**src/rtl/lmf_pkg.sv**
```systemverilog
// Shared types and constants of the lane marking filter.
package lmf_pkg;

    // Configuration register indexes.
    localparam int CFG_INDEX_W = 1;
    localparam logic [CFG_INDEX_W-1:0] REG_TAP_DISTANCE = 1'b0;
    localparam logic [CFG_INDEX_W-1:0] REG_ROW_WIDTH    = 1'b1;

    // Register widths and values after reset.
    localparam int TAP_REG_W   = 5;
    localparam int WIDTH_REG_W = 12;
    localparam int CFG_DATA_W  = 12;
    localparam logic [TAP_REG_W-1:0]   TAP_RESET   = 5'd20;
    localparam logic [WIDTH_REG_W-1:0] WIDTH_RESET = 12'd640;

    // Pixel and marking widths.
    localparam int PIX_W = 8;

    // Border count: wide enough for the largest tap distance of any build.
    localparam int FLUSH_W = 6;

    // One pending result group handed from the datapath to the output sequencer.
    typedef struct packed {
        logic               first;      // a centered result is pending
        logic [PIX_W-1:0]   mark;       // strength of the centered result
        logic               first_rend; // centered result closes the row
        logic [FLUSH_W-1:0] flush;      // trailing border zeros still to send
    } t_job;

endpackage

```
**src/rtl/lmf_window_mem.sv**
```systemverilog
// Circular pixel window memory: one write port and two registered read ports.
module lmf_window_mem #(
    parameter int AW = 6,
    parameter int DW = 8
) (
    input  logic          i_clk,
    input  logic          i_we,
    input  logic [AW-1:0] i_waddr,
    input  logic [DW-1:0] i_wdata,
    input  logic          i_re,
    input  logic [AW-1:0] i_raddr_a,
    input  logic [AW-1:0] i_raddr_b,
    output logic [DW-1:0] o_rdata_a,
    output logic [DW-1:0] o_rdata_b
);

    logic [DW-1:0] r_mem [2**AW];
    logic [DW-1:0] r_rdata_a;
    logic [DW-1:0] r_rdata_b;

    // Write port.
    always_ff @(posedge i_clk) begin
        if (i_we) begin
            r_mem[i_waddr] <= i_wdata;
        end
    end

    // Read ports; data holds while no read is issued.
    always_ff @(posedge i_clk) begin
        if (i_re) begin
            r_rdata_a <= r_mem[i_raddr_a];
            r_rdata_b <= r_mem[i_raddr_b];
        end
    end

    assign o_rdata_a = r_rdata_a;
    assign o_rdata_b = r_rdata_b;

endmodule

```
**src/rtl/lmf_result_seq.sv**
```systemverilog
// Output sequencer: sends the centered result and the trailing border zeros.
module lmf_result_seq (
    input  logic                         i_clk,
    input  logic                         i_rst_n,
    input  logic                         i_load,
    input  lmf_pkg::t_job                i_job,
    output logic                         o_free,
    output logic                         o_valid,
    input  logic                         i_ready,
    output logic [lmf_pkg::PIX_W-1:0]    o_mark,
    output logic                         o_row_end,
    output logic                         o_last
);
    import lmf_pkg::*;

    logic r_valid;
    t_job r_job;
    logic n_valid;
    t_job n_job;
    logic handshake;
    logic flush_one;

    // Result fields of the request at the head.
    assign flush_one = (r_job.flush == FLUSH_W'(1));
    assign handshake = r_valid && i_ready;
    assign o_valid   = r_valid;
    assign o_mark    = r_job.first ? r_job.mark : '0;
    assign o_row_end = r_job.first ? r_job.first_rend : flush_one;
    assign o_last    = r_job.first ? (r_job.flush == '0) : flush_one;
    assign o_free    = !r_valid || (handshake && o_last);

    // Step through the group, one result per request.
    always_comb begin
        n_valid = r_valid;
        n_job   = r_job;
        if (handshake) begin
            if (r_job.first) begin
                n_job.first = 1'b0;
            end else begin
                n_job.flush = r_job.flush - FLUSH_W'(1);
            end
            if (o_last) begin
                n_valid = 1'b0;
            end
        end
        if (i_load) begin
            n_valid = 1'b1;
            n_job   = i_job;
        end
    end

    always_ff @(posedge i_clk) begin
        if (!i_rst_n) begin
            r_valid <= 1'b0;
        end else begin
            r_valid <= n_valid;
        end
    end

    always_ff @(posedge i_clk) begin
        r_job <= n_job;
    end

`ifndef NO_ASSERTIONS
    a_pending_not_empty: assert property (@(posedge i_clk) disable iff (!i_rst_n)
        r_valid && !r_job.first |-> r_job.flush != '0)
        else $error("pending group holds no result");
    a_load_when_free: assert property (@(posedge i_clk) disable iff (!i_rst_n)
        i_load |-> o_free)
        else $error("group loaded over an unfinished one");
    a_drain_after_last: assert property (@(posedge i_clk) disable iff (!i_rst_n)
        handshake && o_last && !i_load |=> !r_valid)
        else $error("sequencer kept sending after the final result");
`endif

endmodule

```
**src/rtl/lmf_core_dp.sv**
```systemverilog
// Column tracking, window addressing and strength computation of the filter.
module lmf_core_dp #(
    parameter int MAX_TAP  = 31,
    parameter int MAX_COLS = 2048
) (
    input  logic                              i_clk,
    input  logic                              i_rst_n,
    input  logic [lmf_pkg::TAP_REG_W-1:0]     i_tap,
    input  logic [lmf_pkg::WIDTH_REG_W-1:0]   i_width,
    input  logic                              i_valid,
    output logic                              o_ready,
    input  logic [lmf_pkg::PIX_W-1:0]         i_pixel,
    output logic                              o_load,
    output lmf_pkg::t_job                     o_job,
    input  logic                              i_free
);
    import lmf_pkg::*;

    localparam int AW = $clog2(2 * MAX_TAP + 1);
    localparam int TW = $clog2(MAX_TAP + 1);
    localparam int CW = $clog2(MAX_COLS);
    localparam int WW = $clog2(MAX_COLS + 1);

    logic [CW-1:0]    r_col;
    logic [CW-1:0]    n_col;
    logic [AW-1:0]    r_wp;
    logic             r_s1_valid;
    logic [PIX_W-1:0] r_s1_pix;
    logic             r_s1_mark_en;
    logic             r_s1_first;
    logic             r_s1_rend;
    logic [FLUSH_W-1:0] r_s1_flush;

    logic [WW-1:0]    w_eff;
    logic [TW-1:0]    tau;
    logic [CW-1:0]    col;
    logic             last_col;
    logic             has_first;
    logic             mark_en;
    logic             first_rend;
    logic [FLUSH_W-1:0] flush;
    logic             accept;
    logic             s1_any;
    logic             s1_adv;
    logic [AW-1:0]    raddr_m;
    logic [AW-1:0]    raddr_l;
    logic [PIX_W-1:0] pix_m;
    logic [PIX_W-1:0] pix_l;
    logic [PIX_W-1:0] side_max;
    logic [PIX_W-1:0] excess;
    logic [PIX_W-1:0] strength;

    // Effective row width and tap distance.
    always_comb begin
        if (i_width == '0) begin
            w_eff = WW'(1);
        end else if (int'(i_width) > MAX_COLS) begin
            w_eff = WW'(MAX_COLS);
        end else begin
            w_eff = WW'(i_width);
        end
        tau = (int'(i_tap) > MAX_TAP) ? TW'(MAX_TAP) : TW'(i_tap);
    end

    // Column of the arriving pixel and the results it causes.
    always_comb begin
        col        = (int'(r_col) >= int'(w_eff)) ? '0 : r_col;
        last_col   = (int'(col) == int'(w_eff) - 1);
        has_first  = (int'(col) >= int'(tau));
        mark_en    = (tau != '0) && (int'(col) >= 2 * int'(tau));
        first_rend = (tau == '0) && last_col;
        if (!last_col || tau == '0) begin
            flush = '0;
        end else if (int'(tau) < int'(w_eff)) begin
            flush = FLUSH_W'(tau);
        end else begin
            flush = FLUSH_W'(w_eff);
        end
        n_col = last_col ? '0 : col + CW'(1);
    end

    // Handshake: the second stage advances when empty, when it causes nothing or the sequencer is free.
    assign s1_any  = r_s1_first || (r_s1_flush != '0);
    assign s1_adv  = !r_s1_valid || !s1_any || i_free;
    assign o_ready = s1_adv;
    assign accept  = i_valid && s1_adv;
    assign o_load  = r_s1_valid && s1_any && i_free;

    // Taps at tau and 2*tau behind the write pointer.
    assign raddr_m = r_wp - AW'(tau);
    assign raddr_l = r_wp - AW'({tau, 1'b0});

    lmf_window_mem #(
        .AW (AW),
        .DW (PIX_W)
    ) u_window_mem (
        .i_clk     (i_clk),
        .i_we      (accept),
        .i_waddr   (r_wp),
        .i_wdata   (i_pixel),
        .i_re      (accept),
        .i_raddr_a (raddr_m),
        .i_raddr_b (raddr_l),
        .o_rdata_a (pix_m),
        .o_rdata_b (pix_l)
    );

    // Control state of the first stage.
    always_ff @(posedge i_clk) begin
        if (!i_rst_n) begin
            r_col      <= '0;
            r_wp       <= '0;
            r_s1_valid <= 1'b0;
        end else begin
            if (accept) begin
                r_col <= n_col;
                r_wp  <= r_wp + AW'(1);
            end
            if (s1_adv) begin
                r_s1_valid <= accept;
            end
        end
    end

    // Payload of the second stage.
    always_ff @(posedge i_clk) begin
        if (accept) begin
            r_s1_pix     <= i_pixel;
            r_s1_mark_en <= mark_en;
            r_s1_first   <= has_first;
            r_s1_rend    <= first_rend;
            r_s1_flush   <= flush;
        end
    end

    // Strength 2*m - l - r - |l - r| equals 2*(m - max(l, r)), clamped to 0..255.
    always_comb begin
        side_max = (pix_l > r_s1_pix) ? pix_l : r_s1_pix;
        excess   = (pix_m > side_max) ? (pix_m - side_max) : '0;
        if (!r_s1_mark_en) begin
            strength = '0;
        end else if (excess[PIX_W-1]) begin
            strength = '1;
        end else begin
            strength = {excess[PIX_W-2:0], 1'b0};
        end
    end

    assign o_job.first      = r_s1_first;
    assign o_job.mark       = strength;
    assign o_job.first_rend = r_s1_rend;
    assign o_job.flush      = r_s1_flush;

`ifndef NO_ASSERTIONS
    a_taps_hold_on_stall: assert property (@(posedge i_clk) disable iff (!i_rst_n)
        r_s1_valid && r_s1_mark_en && !s1_adv |=> $stable(pix_m) && $stable(pix_l))
        else $error("window taps changed while the second stage was stalled");
    a_row_wraps: assert property (@(posedge i_clk) disable iff (!i_rst_n)
        accept && last_col |=> r_col == '0)
        else $error("column count did not wrap at the end of a row");
    a_pointer_idle: assert property (@(posedge i_clk) disable iff (!i_rst_n)
        !accept |=> $stable(r_wp) && $stable(r_col))
        else $error("window pointer moved without an accepted pixel");
`endif

endmodule

```
**src/rtl/lane_marking_filter_core.sv**
```systemverilog
// Top level of the lane marking filter: configuration registers and stream ports.
//
// The filter takes one 8-bit grey pixel per cycle and returns, per pixel, the marking
// strength 2*(center - max(left, right)) clamped to 0..255, with taps tau columns to
// either side; results lag the input by tau columns and the first and last tau columns
// of each row are zero. Pixels sit in a 64-entry circular window memory read at two taps
// through registered read ports; a result passes the stage registers and the sequencer register.
// Pixels are taken every cycle while the output is taken every cycle; the last column of
// a row also emits min(tau, row_width) trailing border zeros, one per cycle. These go out
// while the first columns of the next row come in, and those columns give no result, so
// with the output always ready the input never waits. Input ready follows output ready
// within the same cycle. The window memory needs no clearing after reset. tap_distance
// and row_width must be written only while idle; the block itself does not enforce this.
module lane_marking_filter_core #(
    parameter int MAX_TAP  = 31,
    parameter int MAX_COLS = 2048
) (
    input  logic                              i_clk,
    input  logic                              i_rst_n,
    // Configuration writes.
    input  logic                              i_cfg_valid,
    output logic                              o_cfg_ready,
    input  logic [lmf_pkg::CFG_INDEX_W-1:0]   i_cfg_index,
    input  logic [lmf_pkg::CFG_DATA_W-1:0]    i_cfg_data,
    // Pixel input.
    input  logic                              i_s_axis_tvalid,
    output logic                              o_s_axis_tready,
    input  logic [7:0]                        i_s_axis_tdata,  // [7:0] pixel
    // Marking output.
    output logic                              o_m_axis_tvalid,
    input  logic                              i_m_axis_tready,
    output logic [7:0]                        o_m_axis_tdata,  // [7:0] marking
    output logic                              o_m_axis_tlast,  // row_end
    output logic                              o_m_axis_tuser   // [0] last_of_run
);
    import lmf_pkg::*;

    logic [TAP_REG_W-1:0]   r_tap;
    logic [WIDTH_REG_W-1:0] r_width;
    logic                   load;
    logic                   seq_free;
    t_job                   job;

    // Configuration registers; writes are always taken.
    assign o_cfg_ready = 1'b1;

    always_ff @(posedge i_clk) begin
        if (!i_rst_n) begin
            r_tap   <= TAP_RESET;
            r_width <= WIDTH_RESET;
        end else if (i_cfg_valid) begin
            unique case (i_cfg_index)
                REG_TAP_DISTANCE: r_tap   <= i_cfg_data[TAP_REG_W-1:0];
                REG_ROW_WIDTH:    r_width <= i_cfg_data[WIDTH_REG_W-1:0];
            endcase
        end
    end

    lmf_core_dp #(
        .MAX_TAP  (MAX_TAP),
        .MAX_COLS (MAX_COLS)
    ) u_core_dp (
        .i_clk   (i_clk),
        .i_rst_n (i_rst_n),
        .i_tap   (r_tap),
        .i_width (r_width),
        .i_valid (i_s_axis_tvalid),
        .o_ready (o_s_axis_tready),
        .i_pixel (i_s_axis_tdata),
        .o_load  (load),
        .o_job   (job),
        .i_free  (seq_free)
    );

    lmf_result_seq u_result_seq (
        .i_clk     (i_clk),
        .i_rst_n   (i_rst_n),
        .i_load    (load),
        .i_job     (job),
        .o_free    (seq_free),
        .o_valid   (o_m_axis_tvalid),
        .i_ready   (i_m_axis_tready),
        .o_mark    (o_m_axis_tdata),
        .o_row_end (o_m_axis_tlast),
        .o_last    (o_m_axis_tuser)
    );

endmodule
```
**config.mk**
```make
export PLATFORM = sky130hd
export DESIGN_NAME = lane_marking_filter_core
export DESIGN_NICKNAME = d
export VERILOG_FILES = /design/src/rtl/lmf_pkg.sv /design/src/rtl/lmf_window_mem.sv /design/src/rtl/lmf_result_seq.sv /design/src/rtl/lmf_core_dp.sv /design/src/rtl/lane_marking_filter_core.sv
export SDC_FILE = /design/constraint.sdc
export NUM_CORES = 1
export LEC_CHECK = 0
export BUFFER_PORTS_ARGS = -buffer_cell sky130_fd_sc_hd__clkbuf_2
export CORE_MARGIN = 2
export CORE_UTILIZATION = 50
export DETAILED_ROUTE_END_ITERATION = 10
export PLACE_DENSITY = 0.67
export SYNTH_ARGS = -nofsm -noshare
export SYNTH_HDL_FRONTEND = slang
export SYNTH_SLANG_ARGS = --single-unit
```
**constraint.sdc**
```tcl
create_clock -name i_clk -period 4.9 [get_ports i_clk]
set_input_delay 0.98 -clock i_clk [delete_from_list [all_inputs] [get_ports i_clk]]
set_output_delay 0.98 -clock i_clk [all_outputs]
set_load 0.05 [all_outputs]
```
==> results of run 1 <==
## Yosys cell counts, drive strengths merged (30+ instances only)
cell type and instances:
nand2 86, clkbuf 64, ha 55, dfxtp 36, edfxtp 561, o21ai 40
mux2i 30, mux4 320, nor2 90, inv 36, buf 45, a21oi 40
## through the flow
step                      util, %  setup slack [ns]  cell area, um2
final                        57.5             0.444           33300
after global routing         57.5            0.0846           33300
after CTS                    57.5             0.455           33300
after detailed placement     53.8             0.466           31200
after global placement       53.8             0.645           31200
after floorplan                 -             0.350           29400
## cell families after synthesis
| family | synth area share, % |
|---|---|
| other cells | 0.0256 |
| xor+xnor | 0.834 |
| mux | 26.0 |
| compound gates | 3.64 |
| buf+inv | 1.94 |
| flops | 59.8 |
| fa+ha+maj | 2.55 |
| simple gates | 5.27 |
## final cells by class
class                      instances  area (um2)
clock buffer                      70        1560
clock inverter                    43         567
fill                            4352       24600
inverter                          37         139
multi-input combinational        926       11300
sequential                       597       17600
tap                              765         957
timing repair buffer             155        1180
## worst max-delay path, cell delays in order (launching register included)
cell,delay (ns)
sky130_fd_sc_hd__edfxtp_1,0.40
sky130_fd_sc_hd__ha_1,0.33
sky130_fd_sc_hd__nor2b_1,0.14
sky130_fd_sc_hd__o21a_1,0.17
sky130_fd_sc_hd__o21ai_0,0.15
sky130_fd_sc_hd__nand2b_1,0.07
sky130_fd_sc_hd__a21oi_1,0.13
sky130_fd_sc_hd__o21ai_0,0.08
sky130_fd_sc_hd__o21ai_1,0.28
sky130_fd_sc_hd__nand2_1,0.09
sky130_fd_sc_hd__o21ai_0,0.09
sky130_fd_sc_hd__ha_1,0.17
sky130_fd_sc_hd__inv_1,0.06
sky130_fd_sc_hd__fa_1,0.43
sky130_fd_sc_hd__nand2_1,0.07
sky130_fd_sc_hd__nand2_1,0.05
sky130_fd_sc_hd__a21oi_1,0.25
sky130_fd_sc_hd__o21bai_1,0.09
sky130_fd_sc_hd__a21oi_1,0.23
sky130_fd_sc_hd__nor2b_1,0.08
sky130_fd_sc_hd__o21a_1,0.17
sky130_fd_sc_hd__o221ai_1,0.51
sky130_fd_sc_hd__a21oi_1,0.13
## per-layer routing
metal,share of wire (%),up-vias
li1,-,7136
met1,41,8905
met2,47,907
met3,9.4,112
met4,2.6,2
met5,0.093,-
## worst paths after layout
check / slack [ns] / startpoint / end
hold reg to reg: 0.45 / u_core_dp.r_s1_rend / u_result_seq.r_job[6]
setup / recovery: 0.44 / u_core_dp.u_window_mem.o_rdata_b[1] / u_result_seq.r_job[14]
hold / removal: 0.45 / u_core_dp.r_s1_rend / u_result_seq.r_job[6]
setup reg to reg: 0.44 / u_core_dp.u_window_mem.o_rdata_b[1] / u_result_seq.r_job[14]
## power groups by stage
stage | sequential [W] | clock, W | combinational (W)
floorplan | 0.00580 | 0 | 0.00155
global placement | 0.00583 | 0 | 0.00230
detailed placement | 0.00583 | 0 | 0.00231
CTS | 0.00572 | 0.00500 | 0.00232
global route | 0.00573 | 0.00521 | 0.00245
finish | 0.00572 | 0.00494 | 0.00232
## layout by cell type, fill, tap and decap left out, types with 15 or more instances in the layout
master	Yosys	routed
sky130_fd_sc_hd__edfxtp_1	561	561
sky130_fd_sc_hd__mux4_2	320	320
sky130_fd_sc_hd__buf_4	1	109
sky130_fd_sc_hd__nor2_1	90	90
sky130_fd_sc_hd__nand2_1	86	86
sky130_fd_sc_hd__clkbuf_16	0	61
sky130_fd_sc_hd__ha_1	55	53
sky130_fd_sc_hd__a21oi_1	40	40
sky130_fd_sc_hd__o21ai_0	37	37
sky130_fd_sc_hd__clkbuf_2	0	37
sky130_fd_sc_hd__inv_1	36	36
sky130_fd_sc_hd__dfxtp_1	36	35
sky130_fd_sc_hd__mux2i_1	30	30
sky130_fd_sc_hd__and2_1	22	22
sky130_fd_sc_hd__nor2b_1	20	20
sky130_fd_sc_hd__nand3_1	20	20
sky130_fd_sc_hd__xnor2_1	22	19
sky130_fd_sc_hd__nand4_1	15	15
## registers in the layout, summed over array words and instances, names as in the netlist
register / cells
u_core_dp.r_wp: 6
u_core_dp.u_window_mem.o_rdata_b: 8
u_core_dp.r_s1_pix: 8
u_core_dp.r_s1_first: 1
u_core_dp.r_col: 11
u_core_dp.u_window_mem.o_rdata_a: 8
u_result_seq.r_job: 16
u_result_seq.o_valid: 1
u_core_dp.r_s1_valid: 1
r_width: 12
u_core_dp.r_s1_mark_en: 1
u_core_dp.u_window_mem.r_mem: 512
u_core_dp.r_s1_rend: 1
u_core_dp.r_s1_flush: 6
r_tap: 5
==> flow_results.xml, run 1 <==
<?xml version="1.0" encoding="UTF-8"?>
<metrics>
  <group name="logic_synthesis">
    <metric name="postSynth.asyncResetShare" unit="%">0</metric>
    <metric name="synthTopCellsByArea" unit="">sky130_fd_sc_hd__edfxtp_1, sky130_fd_sc_hd__mux4_2, sky130_fd_sc_hd__dfxtp_1</metric>
    <metric name="synth_top_cell_area_share" unit="%">57.3</metric>
    <metric name="seq_area_frac_synth" unit="%">59.8</metric>
    <metric name="dominantRegCellSynth" unit="">sky130_fd_sc_hd__edfxtp_1</metric>
    <metric name="syn_area" unit="um2">29400</metric>
    <metric name="syn-num-nets" unit="">1753</metric>
    <metric name="synthesis.yosys.warnings" unit="">0</metric>
    <metric name="synth_area_leader_cell" unit="">sky130_fd_sc_hd__edfxtp_1</metric>
    <metric name="post_synthesis_mean_instance_area" unit="um2">17.6</metric>
    <metric name="synth_cell_types" unit="">71</metric>
    <metric name="synth-edff-count" unit="">561</metric>
    <metric name="synth_seq_cells" unit="">597</metric>
    <metric name="number_of_instances_in_the_synthesized_netlist" unit="">1669</metric>
  </group>
  <group name="route">
    <metric name="wl_per_cell" unit="um">29.8</metric>
    <metric name="postRouteAntennaNets" unit="">0</metric>
    <metric name="firstDrtPassIters" unit="">7</metric>
    <metric name="route.vias.total" unit="">17100</metric>
    <metric name="avgViaCountPerCell" unit="">6.58</metric>
    <metric name="post-route-drc-count" unit="">0</metric>
    <metric name="detail_route.iter0.violations" unit="">2157</metric>
    <metric name="totalWireLength" unit="um">77200</metric>
  </group>
  <group name="final_layout">
    <metric name="n_antenna_cell" unit="">0</metric>
    <metric name="fin_nets" unit="">1862</metric>
    <metric name="area.growth.synth_to_final" unit="%">13.4</metric>
    <metric name="post_route_cells_drive_above_1_share" unit="%">33.3</metric>
    <metric name="final-instance-count-excl-fill" unit="">2593</metric>
  </group>
  <group name="power">
    <metric name="p_int" unit="W">0.00970</metric>
    <metric name="p_seq_share" unit="%">44.1</metric>
    <metric name="p_leak" unit="nW">11.1</metric>
    <metric name="power_per_cell_area" unit="nW/um2">390</metric>
    <metric name="power" unit="W">0.0130</metric>
    <metric name="combinationalPowerShare" unit="%">17.8</metric>
    <metric name="power.switching_fraction" unit="%">25.3</metric>
    <metric name="vdd_drop_max" unit="mV">0.327</metric>
    <metric name="clockPowerShare" unit="%">38.1</metric>
    <metric name="p_sw" unit="W">0.00328</metric>
  </group>
  <group name="floorplanning">
    <metric name="core.rowCount" unit="">88</metric>
    <metric name="die_area" unit="um2">60700</metric>
    <metric name="floorplan.core_area" unit="um2">57900</metric>
    <metric name="die_x_extent" unit="um">246</metric>
    <metric name="io-pin-count" unit="">39</metric>
    <metric name="effective_utilization_at_floorplan" unit="%">50.7</metric>
    <metric name="chipHeight" unit="um">246</metric>
  </group>
  <group name="critical_path">
    <metric name="worst-setup-path-type" unit="">flip-flop to flip-flop</metric>
    <metric name="setup.worst_path.start_class" unit="">flip-flop</metric>
    <metric name="worst_ep_required_time" unit="ns">5.24</metric>
    <metric name="worstRegToRegCells" unit="">22</metric>
    <metric name="endpoint_kind" unit="">flip-flop</metric>
    <metric name="critPathMaxFanout" unit="">8</metric>
    <metric name="worst-endpoint-arrival" unit="ns">4.80</metric>
  </group>
  <group name="outcome">
    <metric name="outcome" unit="">complete, no violations</metric>
  </group>
  <group name="sta">
    <metric name="period_share" unit="%">90.9</metric>
    <metric name="min_hold_slack" unit="ns">0.446</metric>
    <metric name="grt_setup_unrepaired" unit="">false</metric>
    <metric name="achievable-frequency" unit="GHz">0.224</metric>
    <metric name="slew_of_the_pin_with_the_lowest_slew_margin" unit="ns">1.25</metric>
    <metric name="report.final.hold_viol_count" unit="">0</metric>
    <metric name="setup_violations" unit="">0</metric>
    <metric name="report.final.slew_viol_count" unit="">0</metric>
    <metric name="totalNegativeSetupSlack" unit="ns">0</metric>
    <metric name="slew-limit-headroom" unit="%">16.0</metric>
    <metric name="period_needed" unit="ns">4.46</metric>
    <metric name="skew" unit="ns">0.0275</metric>
  </group>
  <group name="global_route">
    <metric name="grt-ovfl-total" unit="">0</metric>
    <metric name="grt_start_max_net_pins" unit="">72</metric>
    <metric name="first_pass_grt_wire_length" unit="um">115000</metric>
    <metric name="antenna_found_initial" unit="">2</metric>
    <metric name="grt_util_all_layers" unit="%">26.1</metric>
    <metric name="busiest_layer" unit="">met2</metric>
    <metric name="met3_usage" unit="%">5.08</metric>
    <metric name="grt_util_met1" unit="%">38.4</metric>
    <metric name="grt.met2_usage" unit="%">40.1</metric>
    <metric name="number_of_global_route_vias_before_repair" unit="">16800</metric>
  </group>
  <group name="clocking">
    <metric name="clock_tree.buffer_depth" unit="">3</metric>
    <metric name="cts_hold_buffers" unit="">0</metric>
    <metric name="cts_tree" unit="">built</metric>
    <metric name="clkLatencyLatePin" unit="ns">0.64</metric>
    <metric name="post_cts_resize_count" unit="">0</metric>
    <metric name="cts_inserted_buffers" unit="">61</metric>
    <metric name="cts_post_setup_buffers_inserted" unit="">0</metric>
    <metric name="root_buffer_cell" unit="">sky130_fd_sc_hd__clkbuf_16</metric>
    <metric name="clock_tree.htree_level_count" unit="">2</metric>
    <metric name="clkSinkCount" unit="">597</metric>
    <metric name="clk_pin_slew" unit="ns">0.06</metric>
  </group>
  <group name="flow_run">
    <metric name="cap_violations" unit="">0</metric>
  </group>
  <group name="placement">
    <metric name="placed_cells_incl_taps" unit="">2480</metric>
    <metric name="port_buffers" unit="">37</metric>
    <metric name="global_placement_routability_congestion" unit="">0.832</metric>
    <metric name="place.detailed.hpwl" unit="um">49200</metric>
  </group>
  <group name="worst_hold_path">
    <metric name="worst_hold_path_type" unit="">flip-flop to flip-flop</metric>
    <metric name="min_delay_path_depth" unit="">0</metric>
  </group>
</metrics>
Power figures use the tool's default switching activity.
==> inputs of run 2 (changes only) <==
- CTS_BUF_LIST: unset -> sky130_fd_sc_hd__clkbuf_16
==> run 2 against run 1 <==
  * Combinational power hardly changed
  * Flip-flop and latch count stayed put
  * Cell count hardly changed
  * Cell area hardly changed
  * Hold slack worse by 0.0019 ns
==> flow_results.xml, run 2 (same netlist as run 1, synthesis figures left out) <==
<?xml version="1.0" encoding="UTF-8"?>
<metrics>
  <group name="clocking">
    <metric name="cts_post_setup_buffers_inserted" unit="">0</metric>
    <metric name="clock_tree.buffer_depth" unit="">3</metric>
    <metric name="clkLatencyLatePin" unit="ns">0.64</metric>
    <metric name="cts_hold_buffers" unit="">0</metric>
    <metric name="root_buffer_cell" unit="">sky130_fd_sc_hd__clkbuf_16</metric>
    <metric name="cts_inserted_buffers" unit="">61</metric>
    <metric name="post_cts_resize_count" unit="">0</metric>
    <metric name="clock_tree.htree_level_count" unit="">2</metric>
    <metric name="cts_tree" unit="">built</metric>
    <metric name="clk_pin_slew" unit="ns">0.06</metric>
    <metric name="clkSinkCount" unit="">597</metric>
  </group>
  <group name="final_layout">
    <metric name="largest_registers" unit="">u_core_dp.u_window_mem.r_mem x512, u_result_seq.r_job x16, r_width x12</metric>
    <metric name="post-route-util" unit="%">57.5</metric>
    <metric name="post_route_cells_drive_above_1_share" unit="%">33.3</metric>
    <metric name="layout.cells.most_common" unit="">sky130_fd_sc_hd__edfxtp_1</metric>
    <metric name="mostFrequentLayoutCells" unit="">sky130_fd_sc_hd__edfxtp_1, sky130_fd_sc_hd__mux4_2, sky130_fd_sc_hd__buf_4</metric>
    <metric name="fin_nets" unit="">1862</metric>
    <metric name="area.growth.synth_to_final" unit="%">13.4</metric>
    <metric name="largest_register_ffs" unit="">512</metric>
    <metric name="registers.top_by_ff_count" unit="">u_core_dp.u_window_mem.r_mem</metric>
  </group>
  <group name="placement">
    <metric name="port_buffers" unit="">37</metric>
    <metric name="global_placement_routability_congestion" unit="">0.832</metric>
    <metric name="place.detailed.hpwl" unit="um">49200</metric>
  </group>
  <group name="route">
    <metric name="firstDrtPassIters" unit="">5</metric>
    <metric name="post-route-drc-count" unit="">0</metric>
    <metric name="avgViaCountPerCell" unit="">6.60</metric>
    <metric name="totalWireLength" unit="um">77300</metric>
    <metric name="detail_route.iter0.violations" unit="">2070</metric>
    <metric name="postRouteAntennaNets" unit="">0</metric>
    <metric name="wl_per_cell" unit="um">29.8</metric>
    <metric name="route.vias.total" unit="">17100</metric>
  </group>
  <group name="floorplanning">
    <metric name="core.rowCount" unit="">88</metric>
    <metric name="effective_utilization_at_floorplan" unit="%">50.7</metric>
    <metric name="io-pin-count" unit="">39</metric>
    <metric name="floorplan.core_area" unit="um2">57900</metric>
    <metric name="die_area" unit="um2">60700</metric>
    <metric name="die_x_extent" unit="um">246</metric>
    <metric name="chipHeight" unit="um">246</metric>
  </group>
  <group name="sta">
    <metric name="skew" unit="ns">0.0237</metric>
    <metric name="period_share" unit="%">90.6</metric>
    <metric name="slew-limit-headroom" unit="%">14.7</metric>
    <metric name="totalNegativeSetupSlack" unit="ns">0</metric>
    <metric name="report.final.hold_viol_count" unit="">0</metric>
    <metric name="slew_of_the_pin_with_the_lowest_slew_margin" unit="ns">1.28</metric>
    <metric name="period_needed" unit="ns">4.44</metric>
    <metric name="setup_violations" unit="">0</metric>
    <metric name="achievable-frequency" unit="GHz">0.225</metric>
    <metric name="report.final.slew_viol_count" unit="">0</metric>
    <metric name="grt_setup_unrepaired" unit="">false</metric>
  </group>
  <group name="critical_path">
    <metric name="critPathMaxFanout" unit="">8</metric>
    <metric name="worstReg2RegEnd" unit="">u_result_seq.r_job[14]</metric>
    <metric name="crit_buf_inv" unit="">1</metric>
    <metric name="critical-path-top-delay-family" unit="">compound AO/OA/AOI/OAI gates</metric>
    <metric name="worst-endpoint-arrival" unit="ns">4.79</metric>
    <metric name="worst-setup-path-type" unit="">flip-flop to flip-flop</metric>
    <metric name="regToRegStartpoint" unit="">u_core_dp.u_window_mem.o_rdata_b[1]</metric>
    <metric name="endpoint_kind" unit="">flip-flop</metric>
    <metric name="path_common_cell" unit="">sky130_fd_sc_hd__a21oi_1</metric>
    <metric name="worst_ep_required_time" unit="ns">5.25</metric>
    <metric name="cp_slowest_stage_delay" unit="ns">0.51</metric>
    <metric name="setup.reg_to_reg.worst_slack" unit="ns">0.46</metric>
    <metric name="slowest_cell_on_the_critical_path" unit="">sky130_fd_sc_hd__o221ai_1</metric>
    <metric name="cp_cell_sequence" unit="">ha_1, nor2b_1, o21a_1, o21ai_0, nand2b_1, a21oi_1, o21ai_0, o21ai_1, nand2_1, o21ai_0, ha_1, inv_1, fa_1, nand2_1, nand2_1, a21oi_1, o21bai_1, a21oi_1, nor2b_1, o21a_1, o221ai_1, a21oi_1</metric>
    <metric name="worstRegToRegCells" unit="">22</metric>
    <metric name="setup.worst_path.start_class" unit="">flip-flop</metric>
  </group>
  <group name="global_route">
    <metric name="grt_util_all_layers" unit="%">26.1</metric>
    <metric name="met3_usage" unit="%">5.08</metric>
    <metric name="busiest_layer" unit="">met2</metric>
    <metric name="grt-ovfl-total" unit="">0</metric>
    <metric name="grt_util_met1" unit="%">38.5</metric>
    <metric name="grt_start_max_net_pins" unit="">72</metric>
    <metric name="first_pass_grt_wire_length" unit="um">115000</metric>
    <metric name="grt.met2_usage" unit="%">40.1</metric>
    <metric name="number_of_global_route_vias_before_repair" unit="">16800</metric>
    <metric name="antenna_found_initial" unit="">2</metric>
  </group>
  <group name="worst_hold_path">
    <metric name="hold_wc_startpoint" unit="">u_core_dp.r_s1_rend</metric>
    <metric name="min_delay_path_depth" unit="">0</metric>
    <metric name="worst_hold_path_type" unit="">flip-flop to flip-flop</metric>
    <metric name="holdPathEnd" unit="">u_result_seq.r_job[6]</metric>
  </group>
  <group name="flow_run">
    <metric name="cap_violations" unit="">0</metric>
  </group>
  <group name="power">
    <metric name="p_leak" unit="nW">11.1</metric>
    <metric name="power_per_cell_area" unit="nW/um2">389</metric>
    <metric name="vdd_drop_max" unit="mV">0.327</metric>
  </group>
  <group name="outcome">
    <metric name="outcome" unit="">complete, no violations</metric>
  </group>
</metrics>
-- run 2: changes by cell type in the layout (fill, tap and decap cells not counted), sizes merged --
cell	previous run	this run
diode	0	1
clkbuf	107	98
inv	40	49
-- run 2: worst max path at each step --
stage | from | to | cells after the start
floorplan | u_result_seq.r_job[2] | u_core_dp.u_window_mem.r_mem[61][0] | 9
global placement | u_core_dp.u_window_mem.o_rdata_b[1] | u_result_seq.r_job[7] | 22
detailed placement | u_core_dp.u_window_mem.o_rdata_b[1] | u_result_seq.r_job[14] | 22
CTS | u_core_dp.u_window_mem.o_rdata_b[1] | u_result_seq.r_job[14] | 22
global route | u_core_dp.u_window_mem.o_rdata_b[1] | u_result_seq.r_job[14] | 22
finish | u_core_dp.u_window_mem.o_rdata_b[1] | u_result_seq.r_job[14] | 22
-- run 2: per-layer routing --
metal  share of wire, %  vias up  routed length, um
met4                2.7        2               2070
met5              0.093        -                 72
met1                 42     8985              32100
met3                8.9      117               6860
met2                 47      882              36200
li1                   -     7141                  -
-- run 2: final cells by class --
class	instances	area, um2
fill	4352	24600
sequential	597	17600
multi-input combinational	926	11300
clock buffer	61	1530
timing repair buffer	155	1180
tap	765	957
clock inverter	52	601
inverter	37	139
antenna	1	2.50
-- run 2: per-stage QoR --
| step | area (um2) | hold slack [ns] | instances | power, W | setup WS, ns |
|---|---|---|---|---|---|
| 2_1_floorplan | 29400 | 0.400 | 1669 | 0.00735 | 0.350 |
| 3_3_place_gp | 31200 | 0.422 | 2480 | 0.00812 | 0.645 |
| 3_5_place_dp | 31200 | 0.429 | 2480 | 0.00814 | 0.466 |
| 4_1_cts | 33300 | 0.447 | 2593 | 0.0130 | 0.455 |
| 5_1_grt | 33300 | 0.456 | 2593 | 0.0134 | 0.0842 |
| 6_report | 33300 | 0.444 | 2594 | 0.0130 | 0.458 |
-- run 2: worst reg2reg max path, cell delays in order, from the launching register on --
cell,delay (ns)
sky130_fd_sc_hd__edfxtp_1,0.40
sky130_fd_sc_hd__ha_1,0.32
sky130_fd_sc_hd__nor2b_1,0.14
sky130_fd_sc_hd__o21a_1,0.17
sky130_fd_sc_hd__o21ai_0,0.15
sky130_fd_sc_hd__nand2b_1,0.07
sky130_fd_sc_hd__a21oi_1,0.13
sky130_fd_sc_hd__o21ai_0,0.08
sky130_fd_sc_hd__o21ai_1,0.28
sky130_fd_sc_hd__nand2_1,0.09
sky130_fd_sc_hd__o21ai_0,0.09
sky130_fd_sc_hd__ha_1,0.17
sky130_fd_sc_hd__inv_1,0.06
sky130_fd_sc_hd__fa_1,0.43
sky130_fd_sc_hd__nand2_1,0.08
sky130_fd_sc_hd__nand2_1,0.05
sky130_fd_sc_hd__a21oi_1,0.25
sky130_fd_sc_hd__o21bai_1,0.09
sky130_fd_sc_hd__a21oi_1,0.23
sky130_fd_sc_hd__nor2b_1,0.08
sky130_fd_sc_hd__o21a_1,0.17
sky130_fd_sc_hd__o221ai_1,0.51
sky130_fd_sc_hd__a21oi_1,0.13
-- run 2: where the power goes --
group / internal [W] / switching (W) / total, W
Combinational: 0.00106 / 0.00125 / 0.00232
Sequential: 0.00567 / 0.0000541 / 0.00572
Clock: 0.00295 / 0.00198 / 0.00493
